**src/sv/playfair_digraph_encryptor_macros.svh**
```systemverilog
// assertion macros for the playfair digraph encryptor
`ifndef PLAYFAIR_DIGRAPH_ENCRYPTOR_MACROS_SVH
`define PLAYFAIR_DIGRAPH_ENCRYPTOR_MACROS_SVH

// condition holds at every clock edge out of reset
`define PFDE_ASSERT_NOW(label, cond, msg) \
  label: assert property (@(posedge clk) disable iff (rst) (cond)) \
    else $error(msg);

// consequent holds in the cycle after the antecedent
`define PFDE_ASSERT_NEXT(label, ante, cons, msg) \
  label: assert property (@(posedge clk) disable iff (rst) (ante) |=> (cons)) \
    else $error(msg);

`endif

```
**src/sv/pfde_pkg.sv**
```systemverilog
// types, constants and helper functions for the playfair digraph encryptor
package pfde_pkg;

  typedef logic [4:0] letter_t;
  typedef logic [4:0] cell_t;
  typedef logic [2:0] coord_t;

  localparam int Alpha = 26;
  localparam int Cells = 25;

  localparam letter_t LetterI = 5'd8;
  localparam letter_t LetterJ = 5'd9;
  localparam letter_t LetterZ = 5'd25;
  localparam cell_t   CellCount = 5'd25;
  localparam coord_t  LastCoord = 3'd4;

  typedef enum logic [1:0] {
    CMD_CLEAR   = 2'd0,
    CMD_KEY     = 2'd1,
    CMD_FINAL   = 2'd2,
    CMD_ENCRYPT = 2'd3
  } cmd_e;

  typedef enum logic [1:0] {
    ST_OK        = 2'd0,
    ST_IGNORED   = 2'd1,
    ST_NOT_READY = 2'd2
  } status_e;

  typedef enum logic [2:0] {
    S_IDLE,
    S_FILL,
    S_CELL,
    S_SQUARE,
    S_DONE
  } state_e;

  typedef struct packed {
    cell_t addr_first;
    cell_t addr_second;
  } sq_addr_t;

  // saturate to z, then fold j onto i
  function automatic letter_t pair_letter(letter_t raw);
    letter_t v;
    v = (raw > LetterZ) ? LetterZ : raw;
    if (v == LetterJ) begin
      v = LetterI;
    end
    return v;
  endfunction

  function automatic coord_t cell_row(cell_t c);
    coord_t r;
    if (c >= 5'd20) begin
      r = 3'd4;
    end else if (c >= 5'd15) begin
      r = 3'd3;
    end else if (c >= 5'd10) begin
      r = 3'd2;
    end else if (c >= 5'd5) begin
      r = 3'd1;
    end else begin
      r = 3'd0;
    end
    return r;
  endfunction

  function automatic coord_t cell_col(cell_t c);
    cell_t rest;
    rest = c - cell_t'({cell_row(c), 2'b00}) - cell_t'(cell_row(c));
    return rest[2:0];
  endfunction

  function automatic cell_t cell_at(coord_t row, coord_t col);
    return cell_t'({row, 2'b00}) + cell_t'(row) + cell_t'(col);
  endfunction

  function automatic coord_t coord_inc(coord_t c);
    return (c == LastCoord) ? 3'd0 : c + 3'd1;
  endfunction

endpackage

```
**src/sv/pfde_if.sv**
```systemverilog
// request and response channel interfaces
interface pfde_req_if;
  import pfde_pkg::*;
  logic       valid;
  logic       ready;
  logic [1:0] cmd;
  letter_t    letter_first;
  letter_t    letter_second;

  modport source (output valid, cmd, letter_first, letter_second, input ready);
  modport sink (input valid, cmd, letter_first, letter_second, output ready);
endinterface

interface pfde_rsp_if;
  import pfde_pkg::*;
  logic       valid;
  logic       ready;
  letter_t    cipher_first;
  letter_t    cipher_second;
  logic [1:0] status;

  modport source (output valid, cipher_first, cipher_second, status, input ready);
  modport sink (input valid, cipher_first, cipher_second, status, output ready);
endinterface

```
**src/sv/playfair_digraph_encryptor.sv**
```systemverilog
// Playfair 5x5 key square builder and digraph encryptor, top level.
// One command is handled at a time; a finished response waits in an output
// register so the next command can be taken while it is unread. Clear and
// key-letter commands, and encrypt before finalize, go straight to the done
// state; encrypt does one letter-to-cell memory read, then one key-square
// read, and finalize walks over all 26 letters through the single write
// port of the two memories. Letters are coded 0 (a) to 25 (z).
`include "playfair_digraph_encryptor_macros.svh"

module playfair_digraph_encryptor (
  input logic         clk,
  input logic         rst,
  pfde_req_if.sink    req,
  pfde_rsp_if.source  rsp
);
  import pfde_pkg::*;

  state_e           state;
  state_e           state_next;
  logic [Alpha-1:0] letter_used;
  cell_t            fill_count;
  logic             square_ready;
  letter_t          walk;

  letter_t          key_square [Cells];
  cell_t            letter_cell [Alpha];

  cell_t            cell_q1;
  cell_t            cell_q2;
  letter_t          sq_q1;
  letter_t          sq_q2;
  sq_addr_t         sq_addr;

  letter_t          res_first;
  letter_t          res_second;
  status_e          res_status;

  logic             out_valid;
  letter_t          out_first;
  letter_t          out_second;
  status_e          out_status;

  logic             accept;
  logic             push;
  logic             clear;
  logic             used_hit;
  logic             key_ok;
  logic             fill_ok;
  logic             place;
  letter_t          place_letter;
  cmd_e             cmd;

  assign cmd       = cmd_e'(req.cmd);
  assign req.ready = (state == S_IDLE);
  assign accept    = req.valid && req.ready;
  assign push      = (state == S_DONE) && (!out_valid || rsp.ready);
  assign clear     = accept && (cmd == CMD_CLEAR);

  assign used_hit = (req.letter_first <= LetterZ) ? letter_used[req.letter_first] : 1'b0;
  assign key_ok   = (req.letter_first <= LetterZ) && (req.letter_first != LetterJ) &&
                    !used_hit && (fill_count < CellCount);
  assign fill_ok  = (walk != LetterJ) && !letter_used[walk] && (fill_count < CellCount);

  assign place        = (accept && (cmd == CMD_KEY) && key_ok) || ((state == S_FILL) && fill_ok);
  assign place_letter = (state == S_FILL) ? walk : req.letter_first;

  assign rsp.valid         = out_valid;
  assign rsp.cipher_first  = out_first;
  assign rsp.cipher_second = out_second;
  assign rsp.status        = out_status;

  pfde_pair_rule u_pair_rule (
    .cell_first  (cell_q1),
    .cell_second (cell_q2),
    .addr        (sq_addr)
  );

  always_ff @(posedge clk) begin
    if (rst) begin
      state <= S_IDLE;
    end else begin
      state <= state_next;
    end
  end

  always_comb begin
    state_next = state;
    case (state)
      S_IDLE: begin
        if (accept) begin
          case (cmd)
            CMD_FINAL:   state_next = S_FILL;
            CMD_ENCRYPT: state_next = square_ready ? S_CELL : S_DONE;
            default:     state_next = S_DONE;
          endcase
        end
      end
      S_FILL: begin
        if (walk == LetterZ) begin
          state_next = S_DONE;
        end
      end
      S_CELL:   state_next = S_SQUARE;
      S_SQUARE: state_next = S_DONE;
      S_DONE: begin
        if (push) begin
          state_next = S_IDLE;
        end
      end
      default:  state_next = S_IDLE;
    endcase
  end

  always_ff @(posedge clk) begin
    if (rst) begin
      letter_used  <= '0;
      fill_count   <= '0;
      square_ready <= 1'b0;
      walk         <= '0;
      out_valid    <= 1'b0;
    end else begin
      if (clear) begin
        letter_used  <= '0;
        fill_count   <= '0;
        square_ready <= 1'b0;
      end else if (place) begin
        letter_used[place_letter] <= 1'b1;
        fill_count                <= fill_count + 5'd1;
      end
      if ((state == S_FILL) && (walk == LetterZ)) begin
        square_ready <= 1'b1;
      end
      if (accept) begin
        walk <= '0;
      end else if (state == S_FILL) begin
        walk <= walk + 5'd1;
      end
      if (push) begin
        out_valid <= 1'b1;
      end else if (rsp.ready) begin
        out_valid <= 1'b0;
      end
    end
  end

  // key square and letter-to-cell memories
  always_ff @(posedge clk) begin
    if (place) begin
      key_square[fill_count]    <= place_letter;
      letter_cell[place_letter] <= fill_count;
    end
    if (accept && (cmd == CMD_ENCRYPT)) begin
      cell_q1 <= letter_cell[pair_letter(req.letter_first)];
      cell_q2 <= letter_cell[pair_letter(req.letter_second)];
    end
    if (state == S_CELL) begin
      sq_q1 <= key_square[sq_addr.addr_first];
      sq_q2 <= key_square[sq_addr.addr_second];
    end
  end

  always_ff @(posedge clk) begin
    if (accept) begin
      res_first  <= '0;
      res_second <= '0;
      res_status <= ST_OK;
      case (cmd)
        CMD_KEY: begin
          if (!key_ok) begin
            res_status <= ST_IGNORED;
          end
        end
        CMD_ENCRYPT: begin
          if (!square_ready) begin
            res_status <= ST_NOT_READY;
          end
        end
        default: ;
      endcase
    end else if (state == S_SQUARE) begin
      res_first  <= sq_q1;
      res_second <= sq_q2;
    end
    if (push) begin
      out_first  <= res_first;
      out_second <= res_second;
      out_status <= res_status;
    end
  end

  `PFDE_ASSERT_NOW(a_fill_bound, fill_count <= CellCount, "fill count beyond square size")
  `PFDE_ASSERT_NOW(a_ready_full, !square_ready || (fill_count == CellCount),
                   "square ready but not full")
  `PFDE_ASSERT_NOW(a_no_j_placed, !place || (place_letter != LetterJ), "letter j placed in square")
  `PFDE_ASSERT_NEXT(a_fill_done, (state == S_FILL) && (walk == LetterZ), square_ready,
                    "finalize walk ended without square ready")
  `PFDE_ASSERT_NOW(a_not_ready_zero, (state != S_DONE) || (res_status != ST_NOT_READY) ||
                   ((res_first == '0) && (res_second == '0)), "not-ready result with letters")

endmodule

```
**src/sv/pfde_pair_rule.sv**
```systemverilog
// playfair pair rule: maps two cell positions to the two cipher cell positions
module pfde_pair_rule (
  input  pfde_pkg::cell_t    cell_first,
  input  pfde_pkg::cell_t    cell_second,
  output pfde_pkg::sq_addr_t addr
);
  import pfde_pkg::*;

  coord_t row_first;
  coord_t col_first;
  coord_t row_second;
  coord_t col_second;

  always_comb begin
    row_first  = cell_row(cell_first);
    col_first  = cell_col(cell_first);
    row_second = cell_row(cell_second);
    col_second = cell_col(cell_second);
    if (row_first == row_second) begin
      addr.addr_first  = cell_at(row_first, coord_inc(col_first));
      addr.addr_second = cell_at(row_second, coord_inc(col_second));
    end else if (col_first == col_second) begin
      addr.addr_first  = cell_at(coord_inc(row_first), col_first);
      addr.addr_second = cell_at(coord_inc(row_second), col_second);
    end else begin
      addr.addr_first  = cell_at(row_first, col_second);
      addr.addr_second = cell_at(row_second, col_first);
    end
  end

endmodule
```
**src/flat_wrapper.sv**
```systemverilog
// flat-port wrapper written by rule: the top's interface ports become plain ports
module playfair_digraph_encryptor_flat import pfde_pkg::*;
  (clk, rst, req_valid, req_cmd, req_letter_first, req_letter_second, req_ready, rsp_valid, rsp_cipher_first, rsp_cipher_second, rsp_status, rsp_ready);
  pfde_req_if req_i ();
  pfde_rsp_if rsp_i ();
  input logic clk;
  input logic rst;
  input wire logic [$bits(req_i.valid)-1:0] req_valid;
  input wire logic [$bits(req_i.cmd)-1:0] req_cmd;
  input wire logic [$bits(req_i.letter_first)-1:0] req_letter_first;
  input wire logic [$bits(req_i.letter_second)-1:0] req_letter_second;
  output wire logic [$bits(req_i.ready)-1:0] req_ready;
  output wire logic [$bits(rsp_i.valid)-1:0] rsp_valid;
  output wire logic [$bits(rsp_i.cipher_first)-1:0] rsp_cipher_first;
  output wire logic [$bits(rsp_i.cipher_second)-1:0] rsp_cipher_second;
  output wire logic [$bits(rsp_i.status)-1:0] rsp_status;
  input wire logic [$bits(rsp_i.ready)-1:0] rsp_ready;
  assign req_i.valid = req_valid;
  assign req_i.cmd = req_cmd;
  assign req_i.letter_first = req_letter_first;
  assign req_i.letter_second = req_letter_second;
  assign req_ready = req_i.ready;
  assign rsp_valid = rsp_i.valid;
  assign rsp_cipher_first = rsp_i.cipher_first;
  assign rsp_cipher_second = rsp_i.cipher_second;
  assign rsp_status = rsp_i.status;
  assign rsp_i.ready = rsp_ready;
  playfair_digraph_encryptor u_core (.clk(clk), .rst(rst), .req(req_i), .rsp(rsp_i));
endmodule
```
**config.mk**
```make
export PLATFORM = sky130hd
export DESIGN_NAME = playfair_digraph_encryptor_flat
export DESIGN_NICKNAME = d
export VERILOG_FILES = /design/src/sv/pfde_pkg.sv /design/src/sv/pfde_if.sv /design/src/sv/playfair_digraph_encryptor.sv /design/src/sv/pfde_pair_rule.sv /design/src/flat_wrapper.sv
export VERILOG_INCLUDE_DIRS = /design/src /design/src/sv
export SDC_FILE = /design/constraint.sdc
export NUM_CORES = 1
export LEC_CHECK = 0
export ABC_AREA = 1
export BUFFER_PORTS_ARGS = -buffer_cell sky130_fd_sc_hd__clkbuf_2
export CAP_MARGIN = 30
export CORE_MARGIN = 2
export CORE_UTILIZATION = 46
export CTS_CLUSTER_DIAMETER = 50
export DETAILED_ROUTE_END_ITERATION = 10
export PLACE_DENSITY_LB_ADDON = 0.15
export SYNTH_ARGS = -nofsm -noshare
export SYNTH_HDL_FRONTEND = slang
export SYNTH_HIERARCHICAL = 1
export SYNTH_SLANG_ARGS = --single-unit
export TNS_END_PERCENT = 5
```
**constraint.sdc**
```tcl
create_clock -name clk -period 5.27 [get_ports clk]
set_input_delay 1.054 -clock clk [delete_from_list [all_inputs] [get_ports clk]]
set_output_delay 1.054 -clock clk [all_outputs]
set_load 0.02 [all_outputs]
```
# After elaboration in Yosys (flattened, before gate mapping)
# Memory sizes are Yosys's and may differ from the RTL's. A register that Yosys moved wholly into a read port is not among the register bits.
# Cells that the tools add are included.
op_classes:
  n_lt_le_gt_ge: 16
  addsub: 20
  eq_ne: 21
  bitwise_logic: 1
  n_mux: 43
  n_reduce_logical: 26
ops:
  columns: ["operator", "count"]
  rows:
  - ["$add 5x3->5", 10]
  - ["$mux 5", 7]
  - ["$mux 3", 10]
  - ["$or 26x26->26", 1]
  - ["$ge 5x4->1 const B", 4]
  - ["$mux 10", 2]
  - ["$lt 5x6->1 const B", 3]
  - ["$eq 3x3->1 const B", 5]
  - ["$pmux 3 s5", 1]
  - ["$logic_and 1x1->1", 14]
  - ["$mux 1", 13]
  - ["$add 3x1->3 const B", 4]
  - ["$sub 3x3->3", 4]
  - ["$add 5x1->5 const B", 2]
  - ["$bmux 1 s5", 2]
  - ["$eq 5x4->1 const B", 2]
  - ["$ge 5x3->1 const B", 2]
  - ["$ge 5x5->1 const B", 2]
  - ["$gt 5x5->1 const B", 2]
  - ["$mux 2", 5]
  - ["$ne 5x4->1 const B", 2]
  - ["$eq 3x2->1 const B", 2]
  - ["$eq 3x3->1", 2]
  - ["$pmux 3 s2", 1]
  - ["other kinds (18)", 25]
word_totals:
  ff_bits: 65
  output_inout_bits: 14
  elab_cells: 141
  input_bits: 16
  ram_bits: 255
  mem_count: 2
mem_list:
  columns: ["name", "depth", "word_bits", "rd", "rd_ports_with_merged_regs", "wr", "line_no", "text"]
  rows:
  - ["u_core.letter_cell", 26, 5, 2, 2, 1, "playfair_digraph_encryptor.sv:26", "cell_t letter_cell [Alpha];"]
  - ["u_core.key_square", 25, 5, 2, 2, 1, "playfair_digraph_encryptor.sv:25", "letter_t key_square [Cells];"]

# Longest topological paths before layout
# Gate-level depths: netlist of run 1.
depth:
  ltp_word: 11
  ltp_mapped: 34

# Cells and area by module
# Netlist of run 1, hierarchy kept.
by_module_without_submodules:
  columns: ["mod", "cells_per_inst", "seq_area_each_um2", "instances", "area_per_inst_um2"]
  rows:
  - ["playfair_digraph_encryptor", 1877, 9699.3, 1, 16862.4]
  - ["pfde_pair_rule", 261, 0.0, 1, 1725.4]

# Worst setup path before layout of run 1
# No wires, ideal clock.
synth_timing:
  path_type: "flip-flop to flip-flop"
  start: "register u_core.cell_q2[2], read port of u_core.letter_cell"
  end: "register u_core.sq_q2[0], read port of u_core.key_square (data pin)"
  path_slack_ps: 485
  required_time_ps: 5002
  t_arrival_ps: 4517
  synth_period_minus_slack_ps: 4785
  stages_incl_launch_ff: 33
  setup_time_ps: 268
  path_buffers: 2
  cell_sequence: "edfxtp_1 nand2_1 inv_1 nor2_2 nand2_2 nand2_2 nand2_2 inv_1 ha_1 inv_1 ha_1 nor2_1 fa_1 xor2_1 inv_1 nand3_1 nand2_2 inv_2 fa_1 inv_1 fa_1 xnor2_1 nand3_1 nand2_1 nand2_1 nand2_1 clkbuf_1 inv_1 clkbuf_1 o21ai_0 o21ai_0 nand2_1 o21ai_0"
synth_rtl:
  columns: ["element", "line_no", "text"]
  rows:
  - ["from (decl)", "playfair_digraph_encryptor.sv:29", "cell_t cell_q2;"]
  - ["to (decl)", "playfair_digraph_encryptor.sv:31", "letter_t sq_q2;"]

==> results of run 1 <==
cell usage after synthesis (all sizes together):
cell	count
nand4	1
xor2	14
clkbuf	79
o31ai	1
nor4	2
a21oi	147
o21bai	3
nor3	8
dfxtp	51
or2	4
xnor2	5
edfxtp	289
inv	252
clkinv	10
a21o	2
a32oi	1
nand3	235
o221ai	11
nand2	446
nor2	156
nand3b	1
o22ai	4
o211ai	105
a211oi	3
buf	32
o21ai	227
ha	38
fa	10
o32ai	1
layer usage:
layer / up-vias / track usage, %
met2: 613 / 42.9
li1: 7386 / -
met4: 0 / 10.4
met1: 7233 / 33.2
met3: 139 / 3.58
met5: - / 0
worst max-delay path: cells and delay by family (launching register included):
| kind | cells | cell delay, ns |
|---|---|---|
| AO/OA/AOI/OAI | 3 | 0.31 |
| XOR/XNOR | 1 | 0.16 |
| adder cells (fa/ha/maj) | 5 | 1.86 |
| buffers and inverters | 8 | 0.82 |
| flip-flops | 1 | 0.44 |
| AND/OR/NAND/NOR | 12 | 1.16 |
area by class of cell:
class | count | area [sq um] | share of cell area [%]
Inverter | 262 | 996 | 4.79
Clock buffer | 55 | 1150 | 5.53
Tap cell | 525 | 657 | 3.16
Multi-Input combinational cell | 1425 | 7480 | 36.0
Sequential cell | 340 | 9700 | 46.6
Timing Repair Buffer | 81 | 648 | 3.11
Timing Repair inverter | 2 | 12.5 | 0.0601
Clock inverter | 23 | 161 | 0.776
sequential cells by signal, indices dropped and copies added (netlist names), 2 cells and up:
signal,cells
u_core/fill_count,5
u_core/res_first,5
u_core/res_status,2
u_core/letter_cell,130
u_core/rsp.cipher_first,5
u_core/cell_q2,5
u_core/key_square,125
u_core/res_second,5
u_core/state,3
u_core/rsp.cipher_second,5
u_core/cell_q1,5
u_core/sq_q2,5
u_core/letter_used,26
u_core/rsp.status,2
u_core/sq_q1,5
u_core/walk,5
through the flow:
stage	setup WS [ns]	hold slack, ns
final	0.258	0.431
after global routing	-0.0673	0.438
after CTS	0.108	0.429
after detailed placement	-0.0319	0.415
after global placement	0.111	0.420
after floorplan	0.485	0.400
what timing repair did:
| action | CTS | global route |
|---|---|---|
| gates resized for setup | 1 | 33 |
| pin swaps | 0 | 2 |
| endpoints found under the setup margin | 2 | 10 |
| gates cloned | 0 | 2 |
| setup buffers | 0 | 9 |
where the power goes:
group | internal, mW | switching, mW | total (mW)
sequential | 2.98 | 0.0141 | 2.99
clock | 1.57 | 1.16 | 2.73
combinational | 0.714 | 1.53 | 2.24
total | 5.26 | 2.71 | 7.96
final timing paths:
path                                      startpoint  depth (start not counted)                           to  slack, ns
worst max-delay path               u_core/cell_q2[2]                         29              u_core/sq_q2[2]       0.26
worst min-delay path            u_core/res_second[1]                          0  u_core/rsp.cipher_second[1]       0.43
worst max register to register     u_core/cell_q2[2]                         29              u_core/sq_q2[2]       0.26
worst min register to register  u_core/res_second[1]                          0  u_core/rsp.cipher_second[1]       0.43
cells by family (layout without fill, tap and decap cells):
group	count (synthesis)	after routing	synth area share, %
AO/OA/AOI/OAI	505	505	15.6
buffers and inverters	373	423	7.91
flip-flops	340	340	52.2
XOR/XNOR	19	19	0.895
AND/OR/NAND/NOR	853	853	19.8
adder cells (fa/ha/maj)	48	48	3.63
==> impl_metrics.tcl, run 1 <==
set metrics [dict create \
    wirelength_mm 53.0 \
    cts_max_level 2 \
    yosys.cell_types.count 45 \
    die_area_sq_um 42000 \
    grt-ovfl-total 0 \
    cp-end-kind "register" \
    fin_util_pct 52.3 \
    areaGrowthSynthToFinish_pct 11.9 \
    holdCritPathClass "register to register" \
    hold_viol 0 \
    slew_violations 0 \
    cp_slowest_cell "fa_1" \
    drc 0 \
    postLayoutCellArea_sq_um 20800 \
    maxCapViolations 0 \
    max_freq_ghz 0.200 \
    firstDrtPassIters 6 \
    ys_ff_latch 340 \
    synth_area_leader_cell "edfxtp_1" \
    fin_setup_tns_ns 0 \
    cts_buffers 43 \
    worstSetupPathType "register to register" \
    final_cells 2713 \
    leakage_nw 8.17 \
    first_iter_violations 1634 \
    drive_above_1_share_pct 9.96 \
    dr_total_vias 15400 \
    wl_met3_mm 3.72 \
    p_per_area_nw_per_um2 383 \
    num-fill-cells 3751 \
    dp_hpwl_mm 35.5 \
    antenna_found_initial 0 \
    cts_root_buf "clkbuf_16" \
    initial_utilization_pct 46.7 \
    grt_pass1_wl_mm 82.6 \
    clock_sinks 340 \
    skew_ns 0.0215 \
    rsz0062_at_grt "true" \
    worst_slew_pin_slew_ns 1.01 \
    synthCells 2138 \
    synth_top_area_share_pct 46.7 \
    numPortBuffers 29 \
    relSlewSlack_pct 32.3 \
    mostFrequentLayoutCell "nand2_1" \
    critPathMaxStageDelay_ns 0.57 \
    diodes 0 \
    clkTransAtPathRegs_ns 0.06 \
    fp.dieW_um 205 \
    critPathLaunchType "register" \
    gp_congestion 0.887 \
    synth_area_sq_um 18600 \
    ioPinCount 30 \
    grt_max_degree 76 \
    period_minus_slack_ns 5.01 \
    core_sq_um 39800 \
    dr_wl_met2_mm 25.3 \
    ant_nets 0 \
    finalSetupViolCount 0 \
    status "finished, final reports clean" \
    ys_seq_area_share_pct 52.2 \
    chipHeight_um 205 \
    num_rows 73 \
    vdd_drop_max_mv 0.273 \
    power_mw 7.96 \
    synth.area.top_cells "edfxtp_1, nand2_1, nand3_1" \
    synth_area_per_cell_sq_um 8.69 \
    cp.required_ns 5.55 \
    max-clock-path-buffers 3 \
    cp_max_fo 13 \
    syn_nets 2202 \
    cts_tree "done" \
    layout_common_cells "nand2_1, edfxtp_1, inv_1" \
    via_per_inst 5.67 \
    top_layer "met4" \
    synth_warnings 6 \
    cp_data_arrival_time_ns 5.29 \
    grt_pass1_vias 14800 \
    grt_usage_pct 25.5 \
    wl_met1_mm 22.0 \
    cts_hold_buf 0 \
    fin_nets 2219 \
    layout_worst_path_cycle_share_pct 95.1 \
    clk_latency_ns 0.57 \
    placed_cell_area_sq_um 19300 \
    place_inst 2623 \
    drt-wirelength-per-cell_um 19.5 \
]
Note: power is estimated with default switching activity, not from simulation.
==> inputs of run 2 (changes only) <==
Settings changed: PLACE_DENSITY from default to 0.71, PLACE_DENSITY_LB_ADDON 0.15 to default.
==> impl_metrics.tcl, run 2 (synthesized netlist as in run 1, its figures left out) <==
set metrics [dict create \
    rsz0062_at_grt "true" \
    critPathMostFrequentCell "nand2_2" \
    period_minus_slack_ns 4.97 \
    antenna_found_initial 0 \
    layout_worst_path_cycle_share_pct 94.2 \
    cp_max_fo 5 \
    max_flop_register "u_core/letter_cell" \
    areaGrowthSynthToFinish_pct 11.6 \
    final_cells 2704 \
    relSlewSlack_pct 31.8 \
    ioPinCount 30 \
    die_area_sq_um 42000 \
    fin_nets 2212 \
    drc 0 \
    drt-wirelength-per-cell_um 19.0 \
    max_freq_ghz 0.201 \
    slew_violations 0 \
    mostFrequentLayoutCell "nand2_1" \
    clkPwrFrac_pct 35.0 \
    seqPwrFrac_pct 37.3 \
    p_per_area_nw_per_um2 387 \
    cp-end-kind "register" \
    maxCapViolations 0 \
    cp_slowest_cell "fa_1" \
    wirelength_mm 51.5 \
    cp_data_arrival_time_ns 5.25 \
    swShare_pct 33.1 \
    firstDrtPassIters 8 \
    top_regs "u_core/letter_cell (130), u_core/key_square (125), u_core/letter_used (26)" \
    grt_pass1_wl_mm 80.2 \
    via_per_inst 5.77 \
    grt_usage_pct 24.5 \
    cts_buffers 40 \
    vdd_drop_max_mv 0.296 \
    critPathLaunchType "register" \
    dr_wl_met2_mm 23.8 \
    max-clock-path-buffers 3 \
    clkTransAtPathRegs_ns 0.06 \
    worstSetupPathType "register to register" \
    status "finished, final reports clean" \
    grt_max_degree 109 \
    cts_tree "done" \
    gp_congestion 0.936 \
    num_rows 73 \
    dp_hpwl_mm 34.4 \
    place_inst 2620 \
    fin_util_pct 52.1 \
    leakage_nw 8.14 \
    top_layer "met4" \
    ant_nets 0 \
    initial_utilization_pct 46.7 \
    num-fill-cells 3632 \
    numPortBuffers 29 \
    first_iter_violations 1724 \
    wl_met3_mm 4.26 \
    comb_power_share_pct 27.7 \
    wl_met1_mm 21.0 \
    core_sq_um 39800 \
    largest_register_ffs 130 \
    p_int_mw 5.37 \
    fin_setup_tns_ns 0 \
    worst_slew_pin_slew_ns 1.02 \
    cts_root_buf "clkbuf_16" \
    chipHeight_um 205 \
    grt-ovfl-total 0 \
    clk_latency_ns 0.56 \
    holdCritPathClass "register to register" \
    cp.required_ns 5.55 \
    p_sw_mw 2.66 \
    clock_sinks 340 \
    cts_max_level 2 \
    skew_ns 0.0217 \
    layout_common_cells "nand2_1, edfxtp_1, inv_1" \
    dr_total_vias 15600 \
    finalSetupViolCount 0 \
    critPathMaxStageDelay_ns 0.55 \
    grt_pass1_vias 15000 \
    fp.dieW_um 205 \
    hold_viol 0 \
    drive_above_1_share_pct 9.69 \
]
-- run 2: layout make-up --
type,count,area [sq um],share of cell area [%]
repair inverters,3,17.5,0.0844
multi-input cells,1425,7470,36.0
repair buffers,76,558,2.69
flip-flops and latches,340,9700,46.7
inverters,262,998,4.81
clock buffers,53,1120,5.41
clock inverters,19,225,1.09
well taps,525,657,3.17
diodes,1,2.50,0.0121
-- run 2: path summary, 6_finish.rpt --
check        slack (ns)                 start  cells after the start                     endpoint
max                0.30     u_core/cell_q2[3]                     28              u_core/sq_q2[1]
min                0.43  u_core/res_second[4]                      0  u_core/rsp.cipher_second[4]
max reg2reg        0.30     u_core/cell_q2[3]                     28              u_core/sq_q2[1]
min reg2reg        0.43  u_core/res_second[4]                      0  u_core/rsp.cipher_second[4]
-- run 2: power groups by stage --
stage | sequential [mW] | combinational, mW | clock [mW]
3_3_place_gp | 3.05 | 2.03 | 0
2_1_floorplan | 3.07 | 1.45 | 0
5_1_grt | 3.00 | 2.44 | 2.95
3_5_place_dp | 3.05 | 2.07 | 0
4_1_cts | 2.99 | 2.08 | 2.85
6_report | 2.99 | 2.22 | 2.81
-- run 2: critical path, delay by kind of cell (launching register included) --
family	cells	cell delay [ns]
AO/OA/AOI/OAI	3	0.43
flip-flops	1	0.46
adder cells (fa/ha/maj)	5	1.77
buffers and inverters	6	0.54
XOR/XNOR	1	0.18
AND/OR/NAND/NOR	13	1.30
-- run 2: what timing repair did --
| action | CTS | global route |
|---|---|---|
| cloned | 0 | 3 |
| hold buffers | 0 | 0 |
| buffers inserted | 0 | 6 |
| endpoints found under the hold margin | 0 | 0 |
| endpoints found under the setup margin | 2 | 10 |
| gates resized for setup | 1 | 32 |
| pin swaps | 0 | 3 |
-- run 2: routing by layer --
| layer | global-route usage [%] | vias up |
|---|---|---|
| li1 | - | 7360 |
| met1 | 32.1 | 7323 |
| met2 | 39.2 | 763 |
| met3 | 4.14 | 143 |
| met4 | 12.4 | 0 |
| met5 | 0 | - |
-- run 2: metrics by stage --
stage               instance area [sq um]  setup slack (ns)  power [mW]  hold WS (ns)
floorplan                           18600             0.485        4.52         0.400
global placement                    19200             0.196        5.08         0.415
detailed placement                  19200           0.00174        5.12         0.418
CTS                                 20600            0.0245        7.93         0.431
global route                        20700           -0.0285        8.39         0.442
finish                              20700             0.305        8.03         0.430
